==> src/hw/rtl/bls_pkg.sv <==
// Shared types and constants for the Bresenham line stepper.
`default_nettype none

package bls_pkg;

    // Internal coordinate width; coordinates wrap within this many bits.
    localparam int COORD_BITS = 16;

    // Fixed widths of the port fields.
    localparam int PORT_COORD_BITS = 16;
    localparam int COLOR_BITS      = 8;
    localparam int CFG_BITS        = 16;
    localparam int APB_DATA_BITS   = 32;
    localparam int APB_ADDR_BITS   = 3;

    // Command queue between the front and the back.
    localparam int QUEUE_DEPTH = 4;
    localparam int QPTR_BITS   = $clog2(QUEUE_DEPTH);

    typedef logic [COORD_BITS-1:0]      coord_t;
    typedef logic [COORD_BITS:0]        err_t;
    typedef logic [PORT_COORD_BITS-1:0] port_coord_t;
    typedef logic [COLOR_BITS-1:0]      color_t;
    typedef logic [CFG_BITS-1:0]        cfg_t;
    typedef logic [APB_DATA_BITS-1:0]   apb_data_t;

    localparam cfg_t FRAME_WIDTH_RESET  = cfg_t'(1024);
    localparam cfg_t FRAME_HEIGHT_RESET = cfg_t'(768);

    typedef enum logic {
        ACT_START = 1'b0,
        ACT_STEP  = 1'b1
    } action_t;

    typedef enum logic {
        REG_FRAME_WIDTH  = 1'b0,
        REG_FRAME_HEIGHT = 1'b1
    } reg_index_t;

    // One classified command as it travels from the front to the back.
    typedef struct packed {
        action_t kind;
        coord_t  x0;
        coord_t  y0;
        coord_t  major_delta;
        coord_t  minor_delta;
        logic    major_is_x;
        logic    x_down;
        logic    y_down;
        color_t  color;
    } line_cmd_t;

endpackage

`default_nettype wire

==> src/hw/rtl/bls_in_if.sv <==
// Command channel interface of the line stepper.
`default_nettype none

interface bls_in_if;
    logic                                 valid;
    logic                                 ready;
    logic                                 action;
    logic [bls_pkg::PORT_COORD_BITS-1:0]  start_x;
    logic [bls_pkg::PORT_COORD_BITS-1:0]  start_y;
    logic [bls_pkg::PORT_COORD_BITS-1:0]  end_x;
    logic [bls_pkg::PORT_COORD_BITS-1:0]  end_y;
    logic [bls_pkg::COLOR_BITS-1:0]       pen_color;

    modport source (
        output valid, action, start_x, start_y, end_x, end_y, pen_color,
        input  ready
    );

    modport sink (
        input  valid, action, start_x, start_y, end_x, end_y, pen_color,
        output ready
    );
endinterface

`default_nettype wire

==> src/hw/rtl/bls_out_if.sv <==
// Pixel channel interface of the line stepper.
`default_nettype none

interface bls_out_if;
    logic                                 valid;
    logic                                 ready;
    logic [bls_pkg::PORT_COORD_BITS-1:0]  pixel_x;
    logic [bls_pkg::PORT_COORD_BITS-1:0]  pixel_y;
    logic [bls_pkg::COLOR_BITS-1:0]       pixel_color;
    logic                                 last_pixel;
    logic                                 in_frame;

    modport source (
        output valid, pixel_x, pixel_y, pixel_color, last_pixel, in_frame,
        input  ready
    );

    modport sink (
        input  valid, pixel_x, pixel_y, pixel_color, last_pixel, in_frame,
        output ready
    );
endinterface

`default_nettype wire

==> src/hw/rtl/bresenham_line_stepper_top.sv <==
// Top level of the Bresenham line stepper: configuration registers and datapath.
`default_nettype none

// Bresenham line rasterizer. A command with action 0 (start) latches two
// endpoints and a pen color and sets up a line; it produces no pixel. Each
// command with action 1 (step) then produces one pixel transfer carrying the
// current coordinates, the color, a last-pixel flag and an in-frame flag
// (x below frame_width and y below frame_height). A line from A to B yields
// max(|dx|,|dy|)+1 pixels, A first and B last; after the last one the block
// is idle and further steps are consumed without producing anything. A start
// in the middle of a line abandons the old line. Commands are accepted into
// a four-entry queue whenever it has room, so a new command can be taken in
// every cycle while earlier ones are still being worked on. The stepping
// engine takes one command per clock: one accumulator add and compare plus
// the coordinate increments per pixel, so the sustained rate is one pixel per
// cycle as long as the pixel sink keeps ready high. When nothing is queued
// ahead of a step command and the output register is free, the step's transfer
// writes it into the queue, and from there its pixel is loaded into the output
// register, where it appears on the output. Frame width and height are set
// over the APB port at byte addresses 0 and 4; they reset to 1024 and 768
// and should only be written while no pixels are pending.

module bresenham_line_stepper_top (
    input  wire logic                              clk,
    input  wire logic                              rst_n,
    bls_in_if.sink                                 cmd,
    bls_out_if.source                              pix,
    input  wire logic                              psel,
    input  wire logic                              penable,
    input  wire logic                              pwrite,
    input  wire logic [bls_pkg::APB_ADDR_BITS-1:0] paddr,
    input  wire bls_pkg::apb_data_t                pwdata,
    output bls_pkg::apb_data_t                     prdata,
    output logic                                   pready
);

    bls_pkg::cfg_t       frame_width_reg,  frame_width_next;
    bls_pkg::cfg_t       frame_height_reg, frame_height_next;
    bls_pkg::reg_index_t reg_sel;
    logic                cfg_write;

    logic                q_push;
    bls_pkg::line_cmd_t  q_push_entry;
    logic                q_full;
    logic                q_pop;
    bls_pkg::line_cmd_t  q_pop_entry;
    logic                q_empty;

    // The register is chosen by word address; the two low address bits are ignored.
    assign reg_sel   = bls_pkg::reg_index_t'(paddr[2]);
    assign pready    = 1'b1;
    assign cfg_write = psel && penable && pwrite && pready;

    always_comb
    begin
        frame_width_next  = frame_width_reg;
        frame_height_next = frame_height_reg;
        if (cfg_write)
        begin
            case (reg_sel)
                bls_pkg::REG_FRAME_WIDTH:  frame_width_next  = pwdata[bls_pkg::CFG_BITS-1:0];
                bls_pkg::REG_FRAME_HEIGHT: frame_height_next = pwdata[bls_pkg::CFG_BITS-1:0];
                default: ;
            endcase
        end
    end

    always_comb
    begin
        case (reg_sel)
            bls_pkg::REG_FRAME_WIDTH:  prdata = bls_pkg::apb_data_t'(frame_width_reg);
            bls_pkg::REG_FRAME_HEIGHT: prdata = bls_pkg::apb_data_t'(frame_height_reg);
            default:                   prdata = '0;
        endcase
    end

    always_ff @(posedge clk or negedge rst_n)
    begin
        if (!rst_n)
        begin
            frame_width_reg  <= bls_pkg::FRAME_WIDTH_RESET;
            frame_height_reg <= bls_pkg::FRAME_HEIGHT_RESET;
        end
        else
        begin
            frame_width_reg  <= frame_width_next;
            frame_height_reg <= frame_height_next;
        end
    end

    // Front end: takes commands and works out deltas, directions and major axis.
    bls_front u_front (
        .cmd        (cmd),
        .queue_full (q_full),
        .push       (q_push),
        .push_entry (q_push_entry)
    );

    // Queue that lets the front keep accepting while the engine waits on the sink.
    bls_queue u_queue (
        .clk        (clk),
        .rst_n      (rst_n),
        .push       (q_push),
        .push_entry (q_push_entry),
        .full       (q_full),
        .pop        (q_pop),
        .pop_entry  (q_pop_entry),
        .empty      (q_empty)
    );

    // Stepping engine with its output register.
    bls_back u_back (
        .clk          (clk),
        .rst_n        (rst_n),
        .entry        (q_pop_entry),
        .empty        (q_empty),
        .pop          (q_pop),
        .frame_width  (frame_width_reg),
        .frame_height (frame_height_reg),
        .pix          (pix)
    );

endmodule

`default_nettype wire

==> src/hw/rtl/bls_front.sv <==
// Front end: accepts commands and turns start commands into line setup.
`default_nettype none

module bls_front (
    bls_in_if.sink              cmd,
    input  wire logic           queue_full,
    output logic                push,
    output bls_pkg::line_cmd_t  push_entry
);

    bls_pkg::coord_t x1;
    bls_pkg::coord_t y1;
    bls_pkg::coord_t x2;
    bls_pkg::coord_t y2;
    bls_pkg::coord_t dx;
    bls_pkg::coord_t dy;
    logic            x_down;
    logic            y_down;
    logic            major_is_x;

    assign cmd.ready = !queue_full;
    assign push      = cmd.valid && !queue_full;

    always_comb
    begin
        x1 = bls_pkg::coord_t'(cmd.start_x);
        y1 = bls_pkg::coord_t'(cmd.start_y);
        x2 = bls_pkg::coord_t'(cmd.end_x);
        y2 = bls_pkg::coord_t'(cmd.end_y);

        x_down     = x2 < x1;
        y_down     = y2 < y1;
        dx         = x_down ? (x1 - x2) : (x2 - x1);
        dy         = y_down ? (y1 - y2) : (y2 - y1);
        major_is_x = dx >= dy;

        push_entry.kind        = bls_pkg::action_t'(cmd.action);
        push_entry.x0          = x1;
        push_entry.y0          = y1;
        push_entry.major_delta = major_is_x ? dx : dy;
        push_entry.minor_delta = major_is_x ? dy : dx;
        push_entry.major_is_x  = major_is_x;
        push_entry.x_down      = x_down;
        push_entry.y_down      = y_down;
        push_entry.color       = cmd.pen_color;
    end

endmodule

`default_nettype wire

==> src/hw/rtl/bls_queue.sv <==
// Short command queue between the front end and the stepping engine.
`default_nettype none

module bls_queue (
    input  wire logic                clk,
    input  wire logic                rst_n,
    input  wire logic                push,
    input  wire bls_pkg::line_cmd_t  push_entry,
    output logic                     full,
    input  wire logic                pop,
    output bls_pkg::line_cmd_t       pop_entry,
    output logic                     empty
);

    bls_pkg::line_cmd_t              mem_reg [bls_pkg::QUEUE_DEPTH];
    logic [bls_pkg::QPTR_BITS-1:0]   wr_ptr_reg;
    logic [bls_pkg::QPTR_BITS-1:0]   wr_ptr_next;
    logic [bls_pkg::QPTR_BITS-1:0]   rd_ptr_reg;
    logic [bls_pkg::QPTR_BITS-1:0]   rd_ptr_next;
    logic [bls_pkg::QPTR_BITS:0]     count_reg;
    logic [bls_pkg::QPTR_BITS:0]     count_next;
    logic                            do_push;
    logic                            do_pop;

    assign full      = count_reg == (bls_pkg::QPTR_BITS+1)'(bls_pkg::QUEUE_DEPTH);
    assign empty     = count_reg == '0;
    assign pop_entry = mem_reg[rd_ptr_reg];
    assign do_push   = push && !full;
    assign do_pop    = pop && !empty;

    always_comb
    begin
        wr_ptr_next = do_push ? wr_ptr_reg + 1'b1 : wr_ptr_reg;
        rd_ptr_next = do_pop ? rd_ptr_reg + 1'b1 : rd_ptr_reg;
        count_next  = count_reg;
        if (do_push && !do_pop)
        begin
            count_next = count_reg + 1'b1;
        end
        else if (do_pop && !do_push)
        begin
            count_next = count_reg - 1'b1;
        end
    end

    always_ff @(posedge clk or negedge rst_n)
    begin
        if (!rst_n)
        begin
            wr_ptr_reg <= '0;
            rd_ptr_reg <= '0;
            count_reg  <= '0;
        end
        else
        begin
            wr_ptr_reg <= wr_ptr_next;
            rd_ptr_reg <= rd_ptr_next;
            count_reg  <= count_next;
        end
    end

    always_ff @(posedge clk)
    begin
        if (do_push)
        begin
            mem_reg[wr_ptr_reg] <= push_entry;
        end
    end

endmodule

`default_nettype wire

==> src/hw/rtl/bls_back.sv <==
// Stepping engine: holds the line state and emits one pixel per step command while a line is in progress.
`default_nettype none

module bls_back (
    input  wire logic                clk,
    input  wire logic                rst_n,
    input  wire bls_pkg::line_cmd_t  entry,
    input  wire logic                empty,
    output logic                     pop,
    input  wire bls_pkg::cfg_t       frame_width,
    input  wire bls_pkg::cfg_t       frame_height,
    bls_out_if.source                pix
);

    bls_pkg::coord_t  cur_x_reg,       cur_x_next;
    bls_pkg::coord_t  cur_y_reg,       cur_y_next;
    bls_pkg::err_t    err_acc_reg,     err_acc_next;
    bls_pkg::coord_t  major_delta_reg, major_delta_next;
    bls_pkg::coord_t  minor_delta_reg, minor_delta_next;
    bls_pkg::coord_t  pixels_left_reg, pixels_left_next;
    logic             major_is_x_reg,  major_is_x_next;
    logic             x_down_reg,      x_down_next;
    logic             y_down_reg,      y_down_next;
    bls_pkg::color_t  line_color_reg,  line_color_next;
    logic             busy_reg,        busy_next;

    logic                 out_valid_reg, out_valid_next;
    bls_pkg::port_coord_t out_x_reg,     out_x_next;
    bls_pkg::port_coord_t out_y_reg,     out_y_next;
    bls_pkg::color_t      out_color_reg, out_color_next;
    logic                 out_last_reg,  out_last_next;
    logic                 out_frame_reg, out_frame_next;

    logic                 is_start;
    logic                 out_free;
    logic                 emit;
    logic                 last;
    bls_pkg::err_t        err_sum;
    bls_pkg::err_t        major_ext;
    logic                 step_minor;
    bls_pkg::port_coord_t cur_x_port;
    bls_pkg::port_coord_t cur_y_port;

    assign is_start = entry.kind == bls_pkg::ACT_START;
    assign out_free = !out_valid_reg || pix.ready;
    // A start, or a step with no line in progress, never needs the output.
    assign pop      = !empty && (is_start || !busy_reg || out_free);
    assign emit     = pop && !is_start && busy_reg;
    assign last     = pixels_left_reg == '0;

    assign major_ext  = {1'b0, major_delta_reg};
    assign err_sum    = err_acc_reg + {1'b0, minor_delta_reg};
    assign step_minor = err_sum >= major_ext;
    assign cur_x_port = bls_pkg::port_coord_t'(cur_x_reg);
    assign cur_y_port = bls_pkg::port_coord_t'(cur_y_reg);

    always_comb
    begin
        cur_x_next       = cur_x_reg;
        cur_y_next       = cur_y_reg;
        err_acc_next     = err_acc_reg;
        major_delta_next = major_delta_reg;
        minor_delta_next = minor_delta_reg;
        pixels_left_next = pixels_left_reg;
        major_is_x_next  = major_is_x_reg;
        x_down_next      = x_down_reg;
        y_down_next      = y_down_reg;
        line_color_next  = line_color_reg;
        busy_next        = busy_reg;

        out_valid_next = out_valid_reg && !pix.ready;
        out_x_next     = out_x_reg;
        out_y_next     = out_y_reg;
        out_color_next = out_color_reg;
        out_last_next  = out_last_reg;
        out_frame_next = out_frame_reg;

        if (pop && is_start)
        begin
            cur_x_next       = entry.x0;
            cur_y_next       = entry.y0;
            err_acc_next     = bls_pkg::err_t'(entry.major_delta >> 1);
            major_delta_next = entry.major_delta;
            minor_delta_next = entry.minor_delta;
            pixels_left_next = entry.major_delta;
            major_is_x_next  = entry.major_is_x;
            x_down_next      = entry.x_down;
            y_down_next      = entry.y_down;
            line_color_next  = entry.color;
            busy_next        = 1'b1;
        end
        else if (emit)
        begin
            out_valid_next = 1'b1;
            out_x_next     = cur_x_port;
            out_y_next     = cur_y_port;
            out_color_next = line_color_reg;
            out_last_next  = last;
            out_frame_next = (cur_x_port < frame_width) && (cur_y_port < frame_height);

            if (last)
            begin
                busy_next = 1'b0;
            end
            else
            begin
                pixels_left_next = pixels_left_reg - 1'b1;
                err_acc_next     = step_minor ? (err_sum - major_ext) : err_sum;
                if (major_is_x_reg)
                begin
                    cur_x_next = x_down_reg ? cur_x_reg - 1'b1 : cur_x_reg + 1'b1;
                    if (step_minor)
                    begin
                        cur_y_next = y_down_reg ? cur_y_reg - 1'b1 : cur_y_reg + 1'b1;
                    end
                end
                else
                begin
                    cur_y_next = y_down_reg ? cur_y_reg - 1'b1 : cur_y_reg + 1'b1;
                    if (step_minor)
                    begin
                        cur_x_next = x_down_reg ? cur_x_reg - 1'b1 : cur_x_reg + 1'b1;
                    end
                end
            end
        end
    end

    always_ff @(posedge clk or negedge rst_n)
    begin
        if (!rst_n)
        begin
            cur_x_reg       <= '0;
            cur_y_reg       <= '0;
            err_acc_reg     <= '0;
            major_delta_reg <= '0;
            minor_delta_reg <= '0;
            pixels_left_reg <= '0;
            major_is_x_reg  <= 1'b0;
            x_down_reg      <= 1'b0;
            y_down_reg      <= 1'b0;
            line_color_reg  <= '0;
            busy_reg        <= 1'b0;
            out_valid_reg   <= 1'b0;
        end
        else
        begin
            cur_x_reg       <= cur_x_next;
            cur_y_reg       <= cur_y_next;
            err_acc_reg     <= err_acc_next;
            major_delta_reg <= major_delta_next;
            minor_delta_reg <= minor_delta_next;
            pixels_left_reg <= pixels_left_next;
            major_is_x_reg  <= major_is_x_next;
            x_down_reg      <= x_down_next;
            y_down_reg      <= y_down_next;
            line_color_reg  <= line_color_next;
            busy_reg        <= busy_next;
            out_valid_reg   <= out_valid_next;
        end
    end

    always_ff @(posedge clk)
    begin
        out_x_reg     <= out_x_next;
        out_y_reg     <= out_y_next;
        out_color_reg <= out_color_next;
        out_last_reg  <= out_last_next;
        out_frame_reg <= out_frame_next;
    end

    assign pix.valid       = out_valid_reg;
    assign pix.pixel_x     = out_x_reg;
    assign pix.pixel_y     = out_y_reg;
    assign pix.pixel_color = out_color_reg;
    assign pix.last_pixel  = out_last_reg;
    assign pix.in_frame    = out_frame_reg;

`ifndef SYNTHESIS
    // The accumulator stays below the major delta during a line, unless the major delta is zero.
    assert property (@(posedge clk) disable iff (!rst_n)
        busy_reg |-> (err_acc_reg < major_ext || major_delta_reg == '0))
        else $error("error accumulator out of range");

    // Emitting the final pixel ends the line.
    assert property (@(posedge clk) disable iff (!rst_n)
        (emit && last) |=> !busy_reg)
        else $error("line still busy after its last pixel");

    // The final pixel appears on the output flagged as last.
    assert property (@(posedge clk) disable iff (!rst_n)
        (emit && last) |=> (pix.valid && pix.last_pixel))
        else $error("last pixel not flagged");

    // A pixel is never loaded over one that has not been taken.
    assert property (@(posedge clk) disable iff (!rst_n)
        emit |-> out_free)
        else $error("output register overwritten");
`endif

endmodule

`default_nettype wire
==> src/flat_wrapper.sv <==
// flat-port wrapper written by rule: the top's interface ports become plain ports
module bresenham_line_stepper_top_flat 
  (clk, rst_n, psel, penable, pwrite, paddr, pwdata, prdata, pready, cmd_valid, cmd_action, cmd_start_x, cmd_start_y, cmd_end_x, cmd_end_y, cmd_pen_color, cmd_ready, pix_valid, pix_pixel_x, pix_pixel_y, pix_pixel_color, pix_last_pixel, pix_in_frame, pix_ready);
  bls_in_if cmd_i ();
  bls_out_if pix_i ();
  input  wire logic clk;
  input  wire logic rst_n;
  input  wire logic psel;
  input  wire logic penable;
  input  wire logic pwrite;
  input  wire logic [bls_pkg::APB_ADDR_BITS-1:0] paddr;
  input  wire bls_pkg::apb_data_t pwdata;
  output bls_pkg::apb_data_t prdata;
  output logic pready;
  input wire logic [$bits(cmd_i.valid)-1:0] cmd_valid;
  input wire logic [$bits(cmd_i.action)-1:0] cmd_action;
  input wire logic [$bits(cmd_i.start_x)-1:0] cmd_start_x;
  input wire logic [$bits(cmd_i.start_y)-1:0] cmd_start_y;
  input wire logic [$bits(cmd_i.end_x)-1:0] cmd_end_x;
  input wire logic [$bits(cmd_i.end_y)-1:0] cmd_end_y;
  input wire logic [$bits(cmd_i.pen_color)-1:0] cmd_pen_color;
  output wire logic [$bits(cmd_i.ready)-1:0] cmd_ready;
  output wire logic [$bits(pix_i.valid)-1:0] pix_valid;
  output wire logic [$bits(pix_i.pixel_x)-1:0] pix_pixel_x;
  output wire logic [$bits(pix_i.pixel_y)-1:0] pix_pixel_y;
  output wire logic [$bits(pix_i.pixel_color)-1:0] pix_pixel_color;
  output wire logic [$bits(pix_i.last_pixel)-1:0] pix_last_pixel;
  output wire logic [$bits(pix_i.in_frame)-1:0] pix_in_frame;
  input wire logic [$bits(pix_i.ready)-1:0] pix_ready;
  assign cmd_i.valid = cmd_valid;
  assign cmd_i.action = cmd_action;
  assign cmd_i.start_x = cmd_start_x;
  assign cmd_i.start_y = cmd_start_y;
  assign cmd_i.end_x = cmd_end_x;
  assign cmd_i.end_y = cmd_end_y;
  assign cmd_i.pen_color = cmd_pen_color;
  assign cmd_ready = cmd_i.ready;
  assign pix_valid = pix_i.valid;
  assign pix_pixel_x = pix_i.pixel_x;
  assign pix_pixel_y = pix_i.pixel_y;
  assign pix_pixel_color = pix_i.pixel_color;
  assign pix_last_pixel = pix_i.last_pixel;
  assign pix_in_frame = pix_i.in_frame;
  assign pix_i.ready = pix_ready;
  bresenham_line_stepper_top u_core (.clk(clk), .rst_n(rst_n), .cmd(cmd_i), .pix(pix_i), .psel(psel), .penable(penable), .pwrite(pwrite), .paddr(paddr), .pwdata(pwdata), .prdata(prdata), .pready(pready));
endmodule
==> config.mk <==
export PLATFORM = sky130hd
export DESIGN_NAME = bresenham_line_stepper_top_flat
export DESIGN_NICKNAME = d
export VERILOG_FILES = /design/src/hw/rtl/bls_pkg.sv /design/src/hw/rtl/bls_in_if.sv /design/src/hw/rtl/bls_out_if.sv /design/src/hw/rtl/bresenham_line_stepper_top.sv /design/src/hw/rtl/bls_front.sv /design/src/hw/rtl/bls_queue.sv /design/src/hw/rtl/bls_back.sv /design/src/flat_wrapper.sv
export SDC_FILE = /design/constraint.sdc
export NUM_CORES = 1
export LEC_CHECK = 0
export ABC_AREA = 1
export BUFFER_PORTS_ARGS = -buffer_cell sky130_fd_sc_hd__buf_2
export CAP_MARGIN = 20
export CORE_MARGIN = 3
export CORE_UTILIZATION = 25
export CTS_CLUSTER_DIAMETER = 30
export DETAILED_ROUTE_END_ITERATION = 6
export GPL_ROUTABILITY_DRIVEN = 0
export PLACE_DENSITY = 0.46
export SYNTH_ARGS = -nofsm -noshare
export SYNTH_HDL_FRONTEND = slang
export SYNTH_SLANG_ARGS = --single-unit
==> constraint.sdc <==
create_clock -name clk -period 11.1 [get_ports clk]
set_input_delay 0.555 -clock clk [delete_from_list [all_inputs] [get_ports clk]]
set_output_delay 0.555 -clock clk [all_outputs]
set_load 0.01 [all_outputs]
# Word level (Yosys, flattened, before mapping)
# Memories as Yosys holds them, arrays and structs flattened.
# Cells that the tools add are included.
[classes] n_bitwise=3 n_eq_ne=3 n_reduce_logical=36 n_shift=0 n_div=0 n_lt_le_gt_ge=6 n_mux=33 mul=0 add_sub_neg=15
[ops] cell="2-to-1 mux 16 bit" n=19
[ops] cell="2-to-1 mux 17 bit" n=4
[ops] cell="< comparator 16 bit" n=4
[ops] cell="case mux 32 bit (2 select lines)" n=1
[ops] cell="subtractor 16 bit" n=4
[ops] cell="subtractor 16 x 1 -> 16 bit, second input constant" n=3
[ops] cell="adder 16 x 1 -> 16 bit, second input constant" n=2
[ops] cell="adder 17 x 16 -> 17 bit" n=1
[ops] cell=">= comparator 17 x 16 -> 1 bit" n=1
[ops] cell="subtractor 17 x 16 -> 17 bit" n=1
[ops] cell=">= comparator 16 bit" n=1
[ops] cell="logical NOT 16 bit" n=1
[ops] cell="logical AND 1 bit" n=13
[ops] cell="AND reduction 2 bit" n=5
[ops] cell="logical NOT 1 bit" n=7
[ops] cell="2-to-1 mux 1 bit" n=7
[ops] cell="2-to-1 mux 3 bit" n=2
[ops] cell="AND reduction 3 bit" n=2
[ops] cell="nonzero test 2 bit" n=3
[ops] cell="adder 2 x 1 -> 2 bit, second input constant" n=2
[ops] cell="adder 3 x 1 -> 3 bit, second input constant" n=1
[ops] cell="equality test 3 bit, second input constant" n=1
[ops] cell="logical NOT 3 bit" n=1
[ops] cell="logical OR 1 bit" n=3
[ops] cell="5 further kinds" n=7
[totals] memories=1 out_inout_bits=77 regBits=191 mem_bits_rw=304 elab_cells=119 latch_bits=0 mem_bits_ro=0
[memory_table] memory="u_core.u_queue.mem_reg" words=4 width=76 rd=1 rd_clocked_by_memory_dff=0 write_ports=1 line="bls_queue.sv:15" text="bls_pkg::line_cmd_t mem_reg [bls_pkg::QUEUE_DEPTH];"

# Depth between registers and ports, before layout
# An unclocked memory read counts as a cell.
[depth] ltp_word=9 depth_mapped=27

# Hierarchy
# From an unflattened synthesis, not the netlist that was laid out.
[hier_totals] hier_cells=3636 hier_area_um2=30080.1
[modules_own_cells] mod="bls_queue" cells_each=948 n_inst=1 area_per_inst_um2=12420.7
[modules_own_cells] mod="bls_back" cells_each=1449 n_inst=1 area_per_inst_um2=10684.0
[modules_own_cells] mod="bls_front" cells_each=1026 n_inst=1 area_per_inst_um2=5343.9
[modules_own_cells] mod="bresenham_line_stepper_top" cells_each=213 n_inst=1 area_per_inst_um2=1631.6

# Worst setup path after synthesis
# OpenSTA, ideal clock, no wires.
[synth_timing] kind="register -> register" from="reg u_core.u_queue.count_reg[0] (netlist bit)" to="mem u_core.u_queue.mem_reg[0][0] (netlist bit), enable pin" t_arrival_ns=3.925 stages_incl_launch_ff=5 slack_ns=6.664 path_cell_list="dfrtp_1 > inv_1 > nand3_1 > nand2_1 > nor2_1"
[synth_via] elab_chain_cells=6
[synth_rtl] item="start, declared" line="bls_queue.sv:20" text="logic [bls_pkg::QPTR_BITS:0] count_reg;"
[synth_rtl] item="start signal, assigned" line="bls_queue.sv:58" text="count_reg <= count_next;"
[synth_rtl] item="equality test 3 bit *" line="bls_queue.sv:25" text="assign full = count_reg == (bls_pkg::QPTR_BITS+1)'(bls_pkg::QUEUE_DEPTH);"
[synth_rtl] item="logical NOT 1 bit *"
[synth_rtl] item="via cmd_ready" line="flat_wrapper.sv:22" text="output wire logic [$bits(cmd_i.ready)-1:0] cmd_ready;"
[synth_rtl] item="logical AND 1 bit" line="bls_front.sv:22" text="assign push = cmd.valid && !queue_full;"
[synth_rtl] item="logical AND 1 bit *" line="bls_queue.sv:28" text="assign do_push = push && !full;"
[synth_rtl] item="2-to-1 mux 1 bit *" line="bls_queue.sv:64" text="if (do_push)"
[synth_rtl] item="2-to-1 mux 1 bit (implied by the code) *" line="bls_queue.sv:66" text="mem_reg[wr_ptr_reg] <= push_entry;"
[synth_rtl] item="end, declared" line="bls_queue.sv:15"
# Mark *: on every way through the listed nets, which the timed path passes. The rest lies on a longest branch.

==> flow_summary.toml <==
[status]
status = "finished clean"

[critical_path]
worstSetupPathType = "input port to register"
critPathArrivalTime_ns = 5.57
ff2ff_setup_slack_ns = 5.96
r2r-start = "u_core.u_back.err_acc_reg[0]$_DFFE_PN0P_"
endpoint_kind = "register"
worst_r2r_endpoint = "u_core.u_back.cur_y_port[10]$_DFFE_PN0P_"
startpoint_type = "input port"
r2r_cells = 19
critPathRequiredTime_ns = 11.40
crit_fanout = 36
crit_end = "u_core.u_queue.mem_reg[3][39]$_DFFE_PP_"
crit_start = "cmd_start_x[0]"

[drt]
vias = 22298
drt_pass1_iterations = 7
vias_per_cell = 4.448
dr.first_iter.drc_count = 1343
drt-total-wl_mm = 83.22
drc = 0
antenna_left = 0
post_drt_wl_per_cell_um = 16.60

[sta]
rsz0062_at_grt = "no"
worstMarginPinSlew_ns = 0.9949
whs_ns = 0.07386
clock_skew_ns = 0.04842
drv_slew = 0
min_period_ns = 5.264
relSlewSlack = 0.3360
hold_viol = 0
setup_viol = 0
timing.final.crit_share = 0.4742
timing.setup.tns_ns = 0
fmax_mhz = 190.0

[global_route]
met2_usage = 0.2230
grt_first_pass_wirelength_mm = 128.7
grt_use_met1 = 0.1975
grt_pass1_vias = 22007
antenna_found_initial = 6
grtUsageMet3 = 0.02118
top_usage_layer = "met2"
track_usage = 0.1405
overflow = 0
grt_max_degree = 73

[floorplanning]
core-area_um2 = 111400
die-height_um = 342.5
die_area_um2 = 117300
ios = 192
rows = 122
start_util = 0.2540
chipWidth_um = 342.5

[power_and_ir_drop]
p_leak_nw = 15.46
p_comb_frac = 0.495
p_int_w = 0.007182
clkPwrFrac = 0.264
switching_power_w = 0.005874
powerDensity_nw_per_um2 = 376.7
seq_power_share = 0.241
vdd_drop_max_uv = 222.7
swShare = 0.4499

[synth]
synth_top_area_frac = 0.3671
synth.distinct_cells = 53
async_reset_ff_frac = 0.3010
yosysWarnings = 0
synth.most_common_cell = "nand2_1"
yosysSeqAreaShare = 0.4990
synth_top_cell_by_area = "edfxtp_1"
synth_seq_cells = 495
yosys_most_used_dff = "edfxtp_1"
synth_area_leaders = "edfxtp_1, dfrtp_1, nand2_1, ha_1, o21ai_0"
synth_area_um2 = 28300
synth_common_cells = "nand2_1, inv_1, edfxtp_1"
synth_area_per_cell_um2 = 8.740
syn-instance-count = 3238
synth_edf_count = 346

[placed_design]
dp_hpwl_mm = 59.11
placed_cell_area_um2 = 30550
portBuffers = 156

[clock_tree]
cts.sinks = 495
clk_latency_ns = 0.70
cts_tree = "done"
numCtsBuffers = 120
clockBufferDepth = 3
clk_pin_slew_ns = 0.05
htree_levels = 3
cts_resized = 0
cts_root_buf = "clkbuf_16"

[cells_and_area]
fin_area_um2 = 34660
largest_reg_flops = 304
nNetsFinal = 3715
nFillCells = 11835
syn_to_final_growth_pct = 22.46
area.sequential_um2 = 14130
layout-drive-gt1-share = 0.1249
multi_input_area_um2 = 12170

[min_path]
min_path_type = "input port to register"

[flow_run]
cap_violations = 0
[per-layer routing]
| layer | up-vias | routed length, µm |
|---|---|---|
| li1 | 11236 | - |
| met1 | 10496 | 40450 |
| met2 | 458 | 37490 |
| met3 | 106 | 3709 |
| met4 | 2 | 1567 |
| met5 | - | 7 |
[placed cells by master, fill, tap and decap left out, types with 31 or more instances in the layout]
master     Yosys  final
o21ai_0      297    297
clkbuf_16      0    120
inv_1        382    382
dfrtp_1      146    144
nand2_1      799    799
nand4_1       31     31
buf_2         23    155
nor2_1       243    238
edfxtp_1     346    346
ha_1         174    174
o22ai_1       49     49
nand3_1      175    175
a21oi_1      197    197
xor2_1        59     59
[worst max-delay path, cell delays in order]
cell,delay (ns)
buf_2,0.17
ha_1,0.19
inv_1,0.05
fa_1,0.48
nand3_1,0.12
nand3_1,0.14
a21o_1,0.22
nand3_1,0.07
nand2_1,0.41
inv_1,0.56
nand2_1,0.17
nand2_1,0.10
inv_1,0.04
ha_1,0.26
nand2_1,0.06
inv_1,0.05
nand3_1,0.08
nor3_1,0.19
inv_1,0.08
o21ai_0,0.21
nor2_2,0.06
inv_1,0.72
o21ai_0,0.55
[timing repair]
action,CTS,global route
hold endpoints to repair,26,0
buffers inserted,0,0
hold buffers,1,0
[layout make-up]
| class | count | share of cell area |
|---|---|---|
| sequential | 495 | 0.4076 |
| multi-input combinational | 2236 | 0.3510 |
| inverter | 387 | 0.04202 |
| timing repair buffer | 177 | 0.02733 |
| tap | 1488 | 0.05372 |
| clock buffer | 144 | 0.09127 |
| clock inverter | 84 | 0.02683 |
| antenna | 2 | 0.0001444 |
[worst min-delay path by stage]
stage | depth (start not counted) | startpoint | slack (ns) | end
after floorplan | 0 | rst_n | 0.26 | u_core.frame_height_reg[0]$_DFFE_PN0P_
after global placement | 0 | u_core.u_back.line_color_reg[3]$_DFFE_PN0P_ | 0.43 | u_core.u_back.pix.pixel_color[3]$_DFFE_PP_
after detailed placement | 0 | u_core.u_back.line_color_reg[5]$_DFFE_PN0P_ | 0.43 | u_core.u_back.pix.pixel_color[5]$_DFFE_PP_
after CTS | 2 | pix_ready | 0.02 | u_core.u_back.pix.valid$_DFF_PN0_
after global routing | 1 | cmd_pen_color[3] | 0.07 | u_core.u_queue.mem_reg[0][3]$_DFFE_PP_
final | 2 | pix_ready | 0.07 | u_core.u_back.pix.valid$_DFF_PN0_
[per-stage QoR]
| step | power (W) | setup WS, ns | utilization | std cells |
|---|---|---|---|---|
| after CTS | 0.01322 | 5.857 | 0.3110 | 5011 |
| after global placement | 0.009669 | 5.138 | 0.2741 | 4782 |
| after global routing | 0.01422 | 5.230 | 0.3110 | 5011 |
| final | 0.01306 | 5.836 | 0.3110 | 5013 |
| after floorplan | 0.007811 | 6.664 | - | 3253 |
| after detailed placement | 0.009682 | 5.094 | 0.2741 | 4782 |
[cell families (layout without fill, tap and decap cells)]
family,count (synthesis),count (layout),synth area share
XOR/XNOR,82,82,0.02538
flip-flops,495,495,0.4990
other,2,19,0.0002654
AO/OA/AOI/OAI,622,622,0.1214
adder cells (fa/ha/maj),183,183,0.08330
buffers and inverters,522,792,0.07423
AND/OR/NAND/NOR,1332,1332,0.1964
[power groups by stage]
| stage | clock network, W | logic, W | registers [W] |
|---|---|---|---|
| finish | 0.00344 | 0.00647 | 0.00314 |
| detailed placement | 0 | 0.00650 | 0.00318 |
| global route | 0.00363 | 0.00738 | 0.00322 |
| floorplan | 0 | 0.00472 | 0.00309 |
| CTS | 0.00352 | 0.00654 | 0.00316 |
| global placement | 0 | 0.00649 | 0.00318 |
(Power assumes the default switching activity.)
